File: src/rtl/core/npc_pkg.sv
// Shared types and constants for the nearest palette color matcher.
`default_nettype none
package npc_pkg;

  localparam int ENTRIES   = 256;               // palette depth, 2..256
  localparam int ADDR_W    = $clog2(ENTRIES);
  localparam int COMP_W    = 8;                 // stored color component
  localparam int QCOMP_W   = 6;                 // query color component
  localparam int RGB_W     = 3 * COMP_W;
  localparam int QRGB_W    = 3 * QCOMP_W;
  localparam int SQ_W      = 2 * COMP_W;
  localparam int DIST_W    = 22;                // wide enough for the start value
  localparam logic [DIST_W-1:0] START_MIN = 22'h300000;
  localparam int IDX_W     = 8;                 // index fields on the ports
  localparam int S_TDATA_W = 56;
  localparam int M_TDATA_W = 8;
  localparam int QUEUE_DEPTH = 2;
  localparam int QPTR_W    = $clog2(QUEUE_DEPTH);
  localparam int QCNT_W    = $clog2(QUEUE_DEPTH + 1);

  typedef enum logic {
    CMD_WRITE = 1'b0,
    CMD_QUERY = 1'b1
  } cmd_t;

  // One decoded operation, as handed from front end to scan engine.
  typedef struct packed {
    cmd_t                cmd;
    logic [ADDR_W-1:0]   addr;
    logic [RGB_W-1:0]    rgb;   // {red, green, blue}
    logic [QRGB_W-1:0]   qrgb;  // {red, green, blue}
  } op_t;

endpackage
`default_nettype wire

File: src/rtl/core/npc_queue.sv
// Short FIFO of decoded operations between front end and scan engine.
`default_nettype none
module npc_queue (
  input  wire logic          clk,
  input  wire logic          rst,
  input  wire logic          push,
  input  wire npc_pkg::op_t  push_op,
  output logic               push_ready,
  output logic               pop_valid,
  output npc_pkg::op_t       pop_op,
  input  wire logic          pop
);

  npc_pkg::op_t                  slots [npc_pkg::QUEUE_DEPTH];
  logic [npc_pkg::QPTR_W-1:0]    wr_ptr;
  logic [npc_pkg::QPTR_W-1:0]    rd_ptr;
  logic [npc_pkg::QCNT_W-1:0]    count;
  logic                          do_push;
  logic                          do_pop;

  assign push_ready = (int'(count) < npc_pkg::QUEUE_DEPTH);
  assign pop_valid  = (count != '0);
  assign pop_op     = slots[rd_ptr];
  assign do_push    = push && push_ready;
  assign do_pop     = pop && pop_valid;

  always_ff @(posedge clk) begin
    if (do_push) begin
      slots[wr_ptr] <= push_op;
    end
  end

  always_ff @(posedge clk) begin
    if (rst) begin
      wr_ptr <= '0;
      rd_ptr <= '0;
      count  <= '0;
    end else begin
      if (do_push) begin
        wr_ptr <= (int'(wr_ptr) == npc_pkg::QUEUE_DEPTH - 1) ? '0 : wr_ptr + 1'b1;
      end
      if (do_pop) begin
        rd_ptr <= (int'(rd_ptr) == npc_pkg::QUEUE_DEPTH - 1) ? '0 : rd_ptr + 1'b1;
      end
      if (do_push && !do_pop) begin
        count <= count + 1'b1;
      end else if (do_pop && !do_push) begin
        count <= count - 1'b1;
      end
    end
  end

endmodule
`default_nettype wire

File: config.mk
export PLATFORM = sky130hd
export DESIGN_NAME = npc_queue
export DESIGN_NICKNAME = d
export VERILOG_FILES = /design/src/rtl/core/npc_pkg.sv /design/src/rtl/core/npc_queue.sv
export SDC_FILE = /design/constraint.sdc
export NUM_CORES = 1
export LEC_CHECK = 0
export BUFFER_PORTS_ARGS = -buffer_cell sky130_fd_sc_hd__clkbuf_2
export CAP_MARGIN = 10
export CORE_AREA = 3 3 116 84
export CTS_CLUSTER_SIZE = 30
export DETAILED_ROUTE_END_ITERATION = 6
export DIE_AREA = 0 0 119 87
export GPL_ROUTABILITY_DRIVEN = 1
export PLACE_DENSITY = 0.69
export SYNTH_ARGS = -nofsm -noshare
export SYNTH_HDL_FRONTEND = slang
export SYNTH_SLANG_ARGS = --single-unit
File: constraint.sdc
create_clock -name clk -period 6.55 [get_ports clk]
set_input_delay 0 -clock clk [delete_from_list [all_inputs] [get_ports clk]]
set_output_delay 0 -clock clk [all_outputs]
set_load 0.03 [all_outputs]
### Yosys cells after proc, flatten, opt, wreduce, memory -nomap -nowiden

Memory sizes are Yosys's and may differ from the RTL's. A register that Yosys moved wholly into a read port is not among the register bits.
Index checks and enable logic that the tools add are counted.

* flip-flop bits (word level): 4
* memory bits (writable): 102
* input bits: 55
* output and inout bits: 53
* memories: 1

Memory list
* slots: words 2, bits a word 51, rd ports 1, clocked after Yosys merged registers in 1, wr ports 1, line npc_queue.sv:14 `npc_pkg::op_t slots [npc_pkg::QUEUE_DEPTH];`

* add/sub/neg operators: 4
* $lt $le $gt $ge: 1
* muxes and demuxes: 8
* reduce and logical (&&, ||, !) cells: 8

Operators with widths (count)
* 2-to-1 mux 1 bit: 6
* logical AND 1 bit: 4
* 2-to-1 mux 2 bit: 2
* nonzero test 2 bit: 2
* adder 1 bit, second input constant: 2
* adder 2 x 1 -> 2 bit, second input constant: 1
* logical NOT 1 bit: 2
* less-than comparator 2 bit, second input constant: 1
* subtractor 2 x 1 -> 2 bit, second input constant: 1

### Longest topological paths before layout

* word-level depth: 6
* gate-level depth with buffers: 5

### Worst setup path after synthesis

No wires, ideal clock.

* path kind: reg-to-reg
* start: register count[1] (netlist bit)
* end: memory slots[0][0] (netlist bit), enable pin
* setup time: 466 ps
* arrival: 2864 ps
* data required time: 6084 ps
* setup slack: 3221 ps
* cell stages (with the launch flop): 3
* buffers on the path: 0
* clock period less this slack: 3329 ps
* path through: dfxtp_1 and2b_1 nor2b_1

* cells in the longest elaborated chain, start to end: 4

RTL lines
* from (decl): line npc_queue.sv:17 `logic [npc_pkg::QCNT_W-1:0] count;`
* from (signal assigned): line npc_queue.sv:46 `count <= count + 1'b1;`
* from (signal assigned): line npc_queue.sv:48 `count <= count - 1'b1;`
* less-than comparator 2 bit: line npc_queue.sv:21 `assign push_ready = (int'(count) < npc_pkg::QUEUE_DEPTH);`
* logical AND 1 bit: line npc_queue.sv:24 `assign do_push = push && push_ready;`
* via do_push: line npc_queue.sv:18 `logic do_push;`
* 2-to-1 mux 1 bit: line npc_queue.sv:28 `if (do_push) begin`
* 2-to-1 mux 1 bit (not written as such): line npc_queue.sv:29 `slots[wr_ptr] <= push_op;`
* to (decl): line npc_queue.sv:14

The timed path passes the listed nets, and every way through them passes these cells.

==> flow_metrics.tcl <==
set metrics [dict create \
    cap_violations 0 \
    rsz0062_at_grt "no" \
    netlist_area_um2 3890 \
    drc 0 \
    synth_top_cell_area_share 0.788 \
    syn-num-nets 238 \
    min_from "pop" \
    worstPathArrival_ps 2110 \
    final.min_clock_period_ps 2110 \
    avgSynthCellArea_um2 21.4 \
    wl_um 7200 \
    tightest_slew_ps 769 \
    die_h_um 87 \
    root_buffer "clkbuf_16" \
    clk_pin_slew_ps 60 \
    synth_top_area_cell "edfxtp_1" \
    synth_cells 182 \
    syn2layout_area_growth_pct 38.0 \
    final_core_util 0.625 \
    grt_pass1_vias 2340 \
    cts-htree-levels 3 \
    slew_headroom 0.486 \
    final_common_cell "clkbuf_2" \
    pin_count 108 \
    finalMaxSlewViolations 0 \
    num_rows 28 \
    n_antenna_cell 0 \
    synth_warnings 0 \
    viasPerCell 4.60 \
    fin_cells 474 \
    power_density_nw_per_um2 388 \
    place.gp.congestion 0.720 \
    layout_common_cells "clkbuf_2, edfxtp_1, dlygate4sd3_1" \
    dieArea_um2 10400 \
    cts_made_buffers 9 \
    grt_pass1_wl_um 11500 \
    min_path_type "in -> reg" \
    ys_types 17 \
    p_total_uw 2080 \
    start_util 0.453 \
    crit_slowest_cell "dfxtp_2" \
    antenna_found_initial 0 \
    crit_fanout 27 \
    grt_max_degree 28 \
    detail-route-antenna-nets 0 \
    critPathRequiredTime_ps 6550 \
    first_iter_violations 104 \
    tritoncts "built" \
    setup_viol 0 \
    crit_chain "buf_4, mux2_2, clkbuf_2" \
    port_buffers 107 \
    crit_path_max_incr_delay_ps 710 \
    die_w_um 119 \
    cts_sinks 107 \
    grtUsageTotal 0.147 \
    finalClockSkew_ps 5.52 \
    dp_hpwl_um 4300 \
    dr.pass1.iters 4 \
    power_leakage_uw 0.00205 \
    clk_latency_ps 340 \
    ys_seq_elements 107 \
    overflow 0 \
    fin_crit_sh 0.322 \
    cts-resized-gates 0 \
    start_kind "register" \
    dr_total_vias 2180 \
    synth.area.top_cells "edfxtp_1, mux2_2, dfxtp_1" \
    wl_per_cell_um 15.2 \
    path_class "reg -> out" \
    max_freq_mhz 474 \
    fin_tns_setup_ps 0 \
    holdWs_ps 77.7 \
    seq_area_frac_synth 0.814 \
    cp-end-kind "output pin" \
    drive_gt1_frac 0.506 \
    ir_drop_mv 0.273 \
    core-area_um2 8580 \
    placed_cells_incl_taps 406 \
    cts.path.max_buffers 2 \
    cp_top_family "flip-flops" \
    nNetsFinal 405 \
    worst-path-buf-inv 2 \
    hold_violations 0 \
    reg2reg_from "count[1]" \
    status "finished clean" \
]
-- stage by stage --
| step | setup WS (ps) | area (um^2) |
|---|---|---|
| floorplan | 3220 | 3890 |
| global placement | 4450 | 4570 |
| detailed placement | 4370 | 4570 |
| CTS | 4370 | 5360 |
| global route | 4220 | 5360 |
| finish | 4440 | 5360 |
-- repair_timing --
action	4_1_cts	5_1_grt
hold endpoints to repair	107	0
setup buffers	0	0
setup endpoints to repair	0	0
hold buffers	52	0
-- worst paths after layout --
kind / to / slack, ps / cells past startpoint
hold / removal: rd_ptr / 80 / 4
setup / recovery: pop_op[2] / 4440 / 3
hold reg to reg: rd_ptr / 520 / 2
setup reg to reg: slots[0][32] / 4450 / 3
-- cells by family after synthesis --
kind of cell             count (synthesis)  synth area share
buffers and inverters                    7           0.00998
AND/OR/NAND/NOR                          9            0.0122
AO/OA/AOI/OAI                            3           0.00386
multiplexers                            51             0.148
flip-flops                             107             0.814
XOR/XNOR                                 4           0.00902
adder cells (fa/ha/maj)                  1           0.00322
-- Yosys cell counts --
master	n
or2_2	1
dfxtp_1	5
mux2_2	51
ha_1	1
and2_1	1
xor2_1	3
nor2_1	4
a21oi_1	1
or3_1	1
edfxtp_1	102
xnor2_1	1
buf_2	4
o21ai_0	2
and2b_1	1
buf_4	2
inv_1	1
nor2b_1	1
-- flip-flops by register name (all words and copies together), names as in the netlist, named ones only --
register  count
slots       102
rd_ptr        1
count         2
wr_ptr        1
-- routing by layer --
layer	GRT usage	vias up	wire length, um
met5	0	-	0
met4	0.0473	0	96
met3	0.0695	9	575
met2	0.255	83	3510
met1	0.162	1043	3020
li1	-	1045	-
-- worst reg2reg max path, cell delays in order (launching register included) --
cell	delay, ps
dfxtp_1	340
and2b_1	280
nor2b_4	680
buf_4	470
-- area by class of cell --
cell class / count / area, um^2
fillers: 621 / 3220
flip-flops and latches: 107 / 3160
repair buffers: 162 / 1080
multi-input cells: 68 / 693
clock buffers: 12 / 246
well taps: 120 / 150
clock inverters: 4 / 26.3
inverters: 1 / 3.75
-- report_power, final --
part           switching (uW)  internal [uW]
Clock                     218            268
Sequential               48.6            882
Combinational             425            241
No activity file was read; power rests on OpenSTA's default activity.
